## src/hw/rtl/cds_pkg.sv

```systemverilog
package cds_pkg;

    // date limits
    localparam int YEAR_MIN  = 1900;
    localparam int YEAR_MAX  = 9999;
    localparam int COUNT_MAX = 255;

    // centuries divisor used by the leap-year tracking
    localparam int CENTURY = 100;

    // year 1900 split into year mod 100 and (year div 100) mod 4
    localparam logic [6:0] RESET_R100 = 7'(YEAR_MIN % CENTURY);
    localparam logic [1:0] RESET_Q4   = 2'((YEAR_MIN / CENTURY) % 4);

    // command codes carried in tuser
    typedef enum logic [1:0] {
        CMD_FWD  = 2'd0,
        CMD_BACK = 2'd1,
        CMD_LOAD = 2'd2,
        CMD_NOP  = 2'd3
    } cmd_t;

    // leap rule from year mod 4, year mod 100 and (year div 100) mod 4
    function automatic logic is_leap(input logic [1:0] y_lo, input logic [6:0] r100,
                                     input logic [1:0] q4);
        logic div100;
        div100 = (r100 == 7'd0);
        return (!div100 && (y_lo == 2'd0)) || (div100 && (q4 == 2'd0));
    endfunction

    // days in a month, month 1..12
    function automatic logic [4:0] month_len(input logic [3:0] m, input logic leap);
        logic [4:0] len;
        case (m)
            4'd2:    len = leap ? 5'd29 : 5'd28;
            4'd4:    len = 5'd30;
            4'd6:    len = 5'd30;
            4'd9:    len = 5'd30;
            4'd11:   len = 5'd30;
            default: len = 5'd31;
        endcase
        return len;
    endfunction

endpackage

```

## src/hw/rtl/calendar_date_stepper.sv

```systemverilog
// Gregorian date stepper.
// Holds a date starting at 1 January 1900. Each input beat carries a command
// in s_axis_tuser (forward, backward, load) and its operands in s_axis_tdata.
// Every input beat produces exactly one output beat with the date after the
// command, a load_ok flag and an at_floor flag.
// Sequencing: a step command walks the date one day per cycle, then passes
// the date to the output register; a load takes the century count of the year
// by a reciprocal multiply, then the year mod 100, then a check step; an unused
// command goes straight to the output register. The block takes one command
// at a time; s_axis_tready is high only while it is idle.
// A finished result sits in the output register until taken, and the next
// command may be accepted meanwhile; if the receiver stalls, the sequencer
// holds its second result until the output register frees up.
// Reset (rst_n, asynchronous, active low) returns the date to 1 January 1900
// and empties the output register.
module calendar_date_stepper
    import cds_pkg::*;
(
    input  logic        clk,
    input  logic        rst_n,
    input  logic        s_axis_tvalid,
    output logic        s_axis_tready,
    input  logic [31:0] s_axis_tdata,   // day_count[7:0], day_in[12:8], month_in[16:13],
                                        // year_in[30:17], zero fill
    input  logic [1:0]  s_axis_tuser,   // cmd[1:0]
    output logic        m_axis_tvalid,
    input  logic        m_axis_tready,
    output logic [31:0] m_axis_tdata    // day[4:0], month[8:5], year[22:9], load_ok[23],
                                        // at_floor[24], zero fill
);

    typedef enum logic [2:0] {
        ST_IDLE,
        ST_STEP,
        ST_DIV,
        ST_REM,
        ST_CHECK,
        ST_DONE
    } state_t;

    localparam logic [13:0] YMIN14 = 14'(YEAR_MIN);
    localparam logic [13:0] YMAX14 = 14'(YEAR_MAX);
    localparam logic [13:0] CENT14 = 14'(CENTURY);
    localparam logic [6:0]  CENT_M1 = 7'(CENTURY - 1);
    // ceil(2^19 / 100), exact floor of year / 100 for any 14-bit year
    localparam logic [12:0] RECIP100 = 13'd5243;

    state_t      state_reg, state_next;
    cmd_t        cmd_reg, cmd_next;
    logic [7:0]  cnt_reg, cnt_next;
    logic [4:0]  ld_day_reg, ld_day_next;
    logic [3:0]  ld_month_reg, ld_month_next;
    logic [13:0] ld_year_reg, ld_year_next;
    logic [7:0]  quot_reg, quot_next;
    logic [6:0]  rem_reg, rem_next;
    logic [1:0]  quo_reg, quo_next;
    logic        ok_reg, ok_next;

    logic [4:0]  day_reg, day_next;
    logic [3:0]  month_reg, month_next;
    logic [13:0] year_reg, year_next;
    logic [6:0]  r100_reg, r100_next;
    logic [1:0]  q4_reg, q4_next;

    logic        ovalid_reg, ovalid_next;
    logic [31:0] odata_reg, odata_next;

    logic        cur_leap;
    logic [4:0]  cur_len;
    logic [7:0]  quot_calc;
    logic [13:0] quot_x100;
    logic        ld_leap;
    logic        ld_valid;
    logic [15:0] cnt_wide;
    logic        at_floor;

    // input field unpacking
    logic [7:0]  in_count;
    logic [4:0]  in_day;
    logic [3:0]  in_month;
    logic [13:0] in_year;

    assign in_count = s_axis_tdata[7:0];
    assign in_day   = s_axis_tdata[12:8];
    assign in_month = s_axis_tdata[16:13];
    assign in_year  = s_axis_tdata[30:17];

    assign s_axis_tready = (state_reg == ST_IDLE);
    assign m_axis_tvalid = ovalid_reg;
    assign m_axis_tdata  = odata_reg;

    // leap state of the current date and of the date being loaded
    assign cur_leap = is_leap(year_reg[1:0], r100_reg, q4_reg);
    assign cur_len  = month_len(month_reg, cur_leap);
    assign ld_leap  = is_leap(ld_year_reg[1:0], rem_reg, quo_reg);
    assign ld_valid = (ld_year_reg >= YMIN14) && (ld_year_reg <= YMAX14) &&
                      (ld_month_reg >= 4'd1) && (ld_month_reg <= 4'd12) &&
                      (ld_day_reg >= 5'd1) &&
                      (ld_day_reg <= month_len(ld_month_reg, ld_leap));

    // year / 100 by reciprocal multiply, and the quotient scaled back
    assign quot_calc = 8'(({13'd0, ld_year_reg} * {14'd0, RECIP100}) >> 19);
    assign quot_x100 = {6'd0, quot_reg} * CENT14;

    assign cnt_wide = {8'd0, in_count};
    assign at_floor = (day_reg == 5'd1) && (month_reg == 4'd1) && (year_reg == YMIN14);

    // sequencer next state
    always_comb
    begin
        state_next    = state_reg;
        cmd_next      = cmd_reg;
        cnt_next      = cnt_reg;
        ld_day_next   = ld_day_reg;
        ld_month_next = ld_month_reg;
        ld_year_next  = ld_year_reg;
        quot_next     = quot_reg;
        rem_next      = rem_reg;
        quo_next      = quo_reg;
        ok_next       = ok_reg;
        day_next      = day_reg;
        month_next    = month_reg;
        year_next     = year_reg;
        r100_next     = r100_reg;
        q4_next       = q4_reg;
        ovalid_next   = ovalid_reg;
        odata_next    = odata_reg;

        // output beat taken
        if (ovalid_reg && m_axis_tready)
        begin
            ovalid_next = 1'b0;
        end

        case (state_reg)
            ST_IDLE:
            begin
                if (s_axis_tvalid)
                begin
                    cmd_next      = cmd_t'(s_axis_tuser);
                    cnt_next      = (cnt_wide > 16'(COUNT_MAX)) ? 8'(COUNT_MAX) : in_count;
                    ld_day_next   = in_day;
                    ld_month_next = in_month;
                    ld_year_next  = in_year;
                    rem_next      = 7'd0;
                    quo_next      = 2'd0;
                    ok_next       = 1'b0;
                    case (cmd_t'(s_axis_tuser))
                        CMD_FWD:  state_next = ST_STEP;
                        CMD_BACK: state_next = ST_STEP;
                        CMD_LOAD: state_next = ST_DIV;
                        default:  state_next = ST_DONE;
                    endcase
                end
            end

            // one day per cycle
            ST_STEP:
            begin
                if (cnt_reg == 8'd0)
                begin
                    state_next = ST_DONE;
                end
                else
                begin
                    cnt_next = cnt_reg - 8'd1;
                    if (cmd_reg == CMD_FWD)
                    begin
                        if (!((year_reg >= YMAX14) && (month_reg == 4'd12) &&
                              (day_reg == 5'd31)))
                        begin
                            if (day_reg < cur_len)
                            begin
                                day_next = day_reg + 5'd1;
                            end
                            else
                            begin
                                day_next = 5'd1;
                                if (month_reg == 4'd12)
                                begin
                                    month_next = 4'd1;
                                    year_next  = year_reg + 14'd1;
                                    if (r100_reg == CENT_M1)
                                    begin
                                        r100_next = 7'd0;
                                        q4_next   = q4_reg + 2'd1;
                                    end
                                    else
                                    begin
                                        r100_next = r100_reg + 7'd1;
                                    end
                                end
                                else
                                begin
                                    month_next = month_reg + 4'd1;
                                end
                            end
                        end
                    end
                    else
                    begin
                        if (!at_floor)
                        begin
                            if (day_reg > 5'd1)
                            begin
                                day_next = day_reg - 5'd1;
                            end
                            else if (month_reg == 4'd1)
                            begin
                                month_next = 4'd12;
                                day_next   = 5'd31;
                                year_next  = year_reg - 14'd1;
                                if (r100_reg == 7'd0)
                                begin
                                    r100_next = CENT_M1;
                                    q4_next   = q4_reg - 2'd1;
                                end
                                else
                                begin
                                    r100_next = r100_reg - 7'd1;
                                end
                            end
                            else
                            begin
                                month_next = month_reg - 4'd1;
                                day_next   = month_len(month_reg - 4'd1, cur_leap);
                            end
                        end
                    end
                end
            end

            // century count of the load year
            ST_DIV:
            begin
                quot_next  = quot_calc;
                state_next = ST_REM;
            end

            // year mod 100 and century count mod 4
            ST_REM:
            begin
                rem_next   = 7'(ld_year_reg - quot_x100);
                quo_next   = quot_reg[1:0];
                state_next = ST_CHECK;
            end

            // validate and apply the load
            ST_CHECK:
            begin
                if (ld_valid)
                begin
                    day_next   = ld_day_reg;
                    month_next = ld_month_reg;
                    year_next  = ld_year_reg;
                    r100_next  = rem_reg;
                    q4_next    = quo_reg;
                    ok_next    = 1'b1;
                end
                state_next = ST_DONE;
            end

            // hand the result to the output register once it is free
            ST_DONE:
            begin
                if (!ovalid_reg || m_axis_tready)
                begin
                    ovalid_next = 1'b1;
                    odata_next  = {7'd0, at_floor, ok_reg, year_reg, month_reg, day_reg};
                    state_next  = ST_IDLE;
                end
            end

            default:
            begin
                state_next = ST_IDLE;
            end
        endcase
    end

    // state and registered outputs
    always_ff @(posedge clk or negedge rst_n)
    begin
        if (!rst_n)
        begin
            state_reg  <= ST_IDLE;
            ovalid_reg <= 1'b0;
            day_reg    <= 5'd1;
            month_reg  <= 4'd1;
            year_reg   <= YMIN14;
            r100_reg   <= RESET_R100;
            q4_reg     <= RESET_Q4;
            cmd_reg    <= CMD_NOP;
            cnt_reg    <= 8'd0;
            ok_reg     <= 1'b0;
        end
        else
        begin
            state_reg  <= state_next;
            ovalid_reg <= ovalid_next;
            day_reg    <= day_next;
            month_reg  <= month_next;
            year_reg   <= year_next;
            r100_reg   <= r100_next;
            q4_reg     <= q4_next;
            cmd_reg    <= cmd_next;
            cnt_reg    <= cnt_next;
            ok_reg     <= ok_next;
        end
    end

    // payload registers
    always_ff @(posedge clk)
    begin
        ld_day_reg   <= ld_day_next;
        ld_month_reg <= ld_month_next;
        ld_year_reg  <= ld_year_next;
        quot_reg     <= quot_next;
        rem_reg      <= rem_next;
        quo_reg      <= quo_next;
        odata_reg    <= odata_next;
    end

endmodule
```

## config.mk

```make
export PLATFORM = sky130hd
export DESIGN_NAME = calendar_date_stepper
export DESIGN_NICKNAME = d
export VERILOG_FILES = /design/src/hw/rtl/cds_pkg.sv /design/src/hw/rtl/calendar_date_stepper.sv
export SDC_FILE = /design/constraint.sdc
export NUM_CORES = 1
export LEC_CHECK = 0
export BUFFER_PORTS_ARGS = -buffer_cell sky130_fd_sc_hd__buf_2
export CORE_UTILIZATION = 53
export DETAILED_ROUTE_END_ITERATION = 10
export MAX_ROUTING_LAYER = met4
export PLACE_DENSITY = 0.72
export SYNTH_ARGS = -nofsm -noshare
export SYNTH_HDL_FRONTEND = slang
export SYNTH_SLANG_ARGS = --single-unit
```

## constraint.sdc

```tcl
create_clock -name clk -period 14 [get_ports clk]
set_clock_uncertainty 0.2 [all_clocks]
set_input_delay 4.2 -clock clk [delete_from_list [all_inputs] [get_ports clk]]
set_output_delay 4.2 -clock clk [all_outputs]
set_load 0.1 [all_outputs]
```

; ---- Word level (Yosys, flattened, before mapping)
; Cells that the tools add are included.
[word_totals]
register_bits = 112
latchBits = 0
ramBits = 0
rom_bits = 0
in_bits = 38
out_inout_bits = 34
wordCells = 207
n_memories = 0
[classes]
add_sub_neg = 12
n_mul = 2
div = 0
n_lt_le_gt_ge = 10
n_eq_ne = 41
n_shift = 0
muxes = 77
bitwise = 0
reduce_logical = 48
[op_table]
columns = cell, n
row1 = 2-to-1 mux 14 bit, 9
row2 = 2-to-1 mux 7 bit, 12
row3 = 2-to-1 mux 4 bit, 9
row4 = 2-to-1 mux 5 bit, 7
row5 = "equality test 4 bit, second input constant", 7
row6 = one-hot mux 14 bit (2 select lines), 1
row7 = one-hot mux 7 bit (2 select lines), 2
row8 = "multiplier 14 x 13 -> 27 bit, second input constant", 1
row9 = 2-to-1 mux 2 bit, 13
row10 = "equality test 4 x 3 -> 1 bit, second input constant", 6
row11 = 2-to-1 mux 8 bit, 3
row12 = "inequality test 3 bit, second input constant", 8
row13 = one-hot mux 2 bit (2 select lines), 5
row14 = one-hot mux 3 bit (6 select lines), 1
row15 = one-hot mux 8 bit (2 select lines), 1
row16 = "adder 14 x 1 -> 14 bit, second input constant", 1
row17 = "equality test 14 x 11 -> 1 bit, second input constant", 1
row18 = ">= comparator 14 x 11 -> 1 bit, second input constant", 1
row19 = ">= comparator 14 bit, second input constant", 1
row20 = "<= comparator 14 bit, second input constant", 1
row21 = logical AND 1 bit, 14
row22 = logical NOT 7 bit, 2
row23 = "subtractor 14 x 1 -> 14 bit, second input constant", 1
row24 = "equality test 4 x 2 -> 1 bit, second input constant", 3
row25 = 48 further kinds, 80

; ---- Depth between registers and ports, before layout
[logic_depth]
word_depth = 12
mapped_depth = 17
ltp_nobuf = 17

; ---- Worst setup path before layout
; No wires, ideal clock.
[synth_path]
path_type = reg-to-output
from = register state_reg[0]
to = output port s_axis_tready
arrival_ps = 2779
required_ps = 9600
path_slack_ps = 6821
path_stages_with_launch = 3
path_buffers = 1
path_cell_list = dfrtp_1 -> clkbuf_1 -> nor3_1
[synth_via]
elab_chain_cells = 1
[synth_rtl]
columns = element, line_no
row1 = start: declaration, calendar_date_stepper.sv:48  ; state_t state_reg, state_next;
row2 = start signal: assignment, calendar_date_stepper.sv:299  ; state_reg <= state_next;
row3 = logical NOT 3 bit, calendar_date_stepper.sv:88  ; assign s_axis_tready = (state_reg == ST_IDLE);
row4 = end: declaration, calendar_date_stepper.sv:22  ; output logic s_axis_tready,
; No other way between the ends.

; ---- Final worst setup path
; Same ends and word-level chain as after synthesis.

==> flow_summary_export.csv <==
group,metric,value,unit
route,vias,6856,
route,wl_per_cell,16.3,microns
clock_tree,cts_resized,0,
run,cap_violations,0,
setup_path,path_buf_inv,1,
cells_and_area,syn_to_final_growth,7.97,%
global_routing,grt_use_met1,31.1,%
cells_and_area,drive_above_1_share,12.3,%
cells_and_area,largest_reg_flops,25,
synth,yosys_register_bits,109,
die,die_h,136,microns
global_routing,antenna_found_initial,0,
sta,min_period,6.14,ns
synth,ys.flop_type,"edfxtp_1",
route,drt_iter0_markers,404,
clock_tree,clkLatencyLatePin,0.36,ns
global_routing,grt_busiest_layer,"met2",
setup_path,cp-start-kind,"flop",
cells_and_area,n_antenna_cell,0,
synth,synth_enable_flop_cells,62,
clock_tree,clock_path_buffers,2,
clock_tree,clkSlewWorstSetupHoldPaths,0.07,ns
hold_path,min_path_type,"flop to flop",
setup_path,crit_path_cell_trace,"nor3_1 > buf_2",
die,std_cell_rows,48,
sta,hold_ws,0.252,ns
sta,hold_viol_final,0,
clock_tree,clockRootBuffer,"clkbuf_16",
setup_path,path_class,"flop to output pin",
sta,final.period_utilization,43.9,%
die,die_w,136,microns
synth,synth_cell_type_count,72,
setup_path,slowest_delay,0.52,ns
sta,maxSlewViolCount,0,
sta,fmax,0.163,GHz
setup_path,crit_slowest_cell,"dfrtp_1",
clock_tree,clock_sinks,109,
route,wirelength,19800,microns
global_routing,grt_overflow,0,
route,first_pass_iters,5,
clock_tree,cts_hold_buf,0,
route,drc,0,
sta,layout_setup_ws,7.86,ns
placed_design,gp_congestion,0.903,
setup_path,end_kind,"output pin",
global_routing,grt_pass1_wl,33600,microns
sta,rsz0062_at_grt,"false",
clock_tree,cts_tree,"yes",
route,via_per_inst,5.65,
clock_tree,ctsHtreeMaxLevel,3,
cells_and_area,fin_nets,1218,
status,outcome,"complete, no violations",
synth,synth.avg_cell_area,10.1,sq um
sta,slew_headroom,25.7,%
cells_and_area,instances_no_fill,1213,
synth,synth-async-reset-ratio,43.1,%
setup_path,critPathTopFamily,"flip-flops",
global_routing,grt_use_met2,40.3,%
sta,setup_tns,0,ns
clock_tree,cts_buffers,9,
placed_design,hpwlAfterDp,15300,microns
cells_and_area,fillers,1502,
setup_path,crit_required,9.60,ns
global_routing,grt_max_degree,48,
synth,syn_inst,933,
die,initial_core_util,54.5,%
die,dieArea,0.0184,sq mm
sta,final-setup-viol-count,0,
die,core_area,0.0174,sq mm
synth,yosysSeqAreaShare,32.3,%
setup_path,crit_path_max_fanout,14,
global_routing,grt_pass1_vias,6852,
sta,tightestPinTransition,1.11,ns
setup_path,critical_path_arrival,1.74,ns
synth,synth_area,0.00946,sq mm
placed_design,place.port_buffers,63,
placed_design,place_ws,7.99,ns
global_routing,use_met3,3.44,%
synth,yosysWarnings,0,
placed_design,dp_cells,1197,
route,ant_nets,0,
die,ios,72,
global_routing,grt_usage,24.2,%
clock_tree,post_cts_buffers,0,
==> cell families (layout without fill, tap and decap cells) <==
group	after synthesis	after routing	synth area share, %
compound gates	192	192	13.2
xor+xnor	37	37	3.43
fa+ha+maj	197	197	31.1
buf+inv	167	216	7.13
flops	109	109	32.3
mux	19	19	2.21
other cells	1	7	0.0396
simple gates	211	211	10.6
==> placed cells by master, fill, tap and decap left out, drive strengths merged, types with 4 or more instances in the layout <==
cell type / netlist / layout
nand4: 7 / 7
nand3: 11 / 11
dfstp: 13 / 13
a211oi: 13 / 13
and2: 5 / 5
ha: 133 / 133
o21ai: 59 / 59
a311oi: 4 / 4
a22oi: 6 / 6
o211ai: 6 / 6
nor3b: 4 / 4
buf: 13 / 67
mux2i: 4 / 4
and3: 8 / 8
o31ai: 10 / 10
a21o: 11 / 11
edfxtp: 62 / 62
mux2: 15 / 15
a21oi: 42 / 42
inv: 133 / 134
nor4: 11 / 11
nor3: 23 / 23
o22ai: 4 / 4
a221oi: 7 / 7
nand2: 50 / 50
xor2: 12 / 12
conb: 1 / 7
xnor2: 25 / 25
clkinv: 0 / 4
nor2: 73 / 73
clkbuf: 21 / 9
dfrtp: 34 / 34
fa: 64 / 64
==> final timing paths <==
check / slack [ns] / depth (start not counted) / start / end
max in group asynchronous: 9.42 / 2 / rst_n / m_axis_tvalid
max: 7.86 / 2 / state_reg[0] / s_axis_tready
max reg2reg: 8.30 / 17 / ld_year_reg[4] / quot_reg[4]
min reg2reg: 0.25 / 0 / ok_reg / m_axis_tdata[23]
min in group asynchronous: 3.74 / 2 / rst_n / year_reg[11]
min: 0.25 / 0 / ok_reg / m_axis_tdata[23]
==> routing by layer <==
| metal | vias up | part of all wire [%] |
|---|---|---|
| li1 | 3342 | - |
| met1 | 3348 | 46 |
| met2 | 149 | 49 |
| met3 | 17 | 3.7 |
| met4 | 0 | 1.3 |
| met5 | - | 0 |
==> worst register-to-register path, cell delays in order (launching register included) <==
cell and delay (ns):
edfxtp_1 0.61, inv_1 0.29, fa_1 0.60, inv_1 0.06, ha_1 0.21, fa_1 0.53, inv_1 0.05, fa_1 0.47
fa_1 0.54, inv_1 0.04, ha_1 0.28, nand4_1 0.10, a211oi_1 0.22, a211oi_1 0.15, o31ai_1 0.56, a221o_1 0.32
a21oi_1 0.09, xnor2_1 0.15
==> layout make-up <==
type	instances	area (sq um)	share of cell area (%)
Clock buffer	9	225	2.20
Sequential cell	109	3050	29.9
Inverter	133	499	4.89
Multi-Input combinational cell	663	5760	56.4
Timing Repair Buffer	67	345	3.38
Tap cell	225	282	2.76
Clock inverter	7	50.0	0.490
==> Yosys cell counts, drive strengths merged (5+ instances only) <==
cell type    n  area share [%]
a211oi      13             1.1
a21o        11            0.87
a21oi       42             2.2
a221oi       7            0.65
a22oi        6            0.48
and2         5            0.36
and3         8            0.53
buf         13             1.0
clkbuf      21            0.83
dfrtp       34             9.0
dfstp       13             3.6
edfxtp      62              20
fa          64              14
ha         133              18
inv        133             5.3
mux2        15             1.8
nand2       50             2.0
nand3       11            0.58
nand4        7            0.46
nor2        73             2.9
nor3        23             1.2
nor4        11            0.73
o211ai       6            0.53
o21ai       59             3.1
o31ai       10            0.79
xnor2       25             2.3
xor2        12             1.1
==> through the flow <==
step / cell area (sq um) / utilization, %
final: 10200 / 58.9
after global routing: 10200 / 58.9
after CTS: 10200 / 58.9
after detailed placement: 9940 / 57.3
after global placement: 9940 / 57.3
after floorplan: 9480 / -
Power is left out: the tool's default activity adds up to more than one toggle a clock period on the data nets, which glitch-free logic cannot reach.
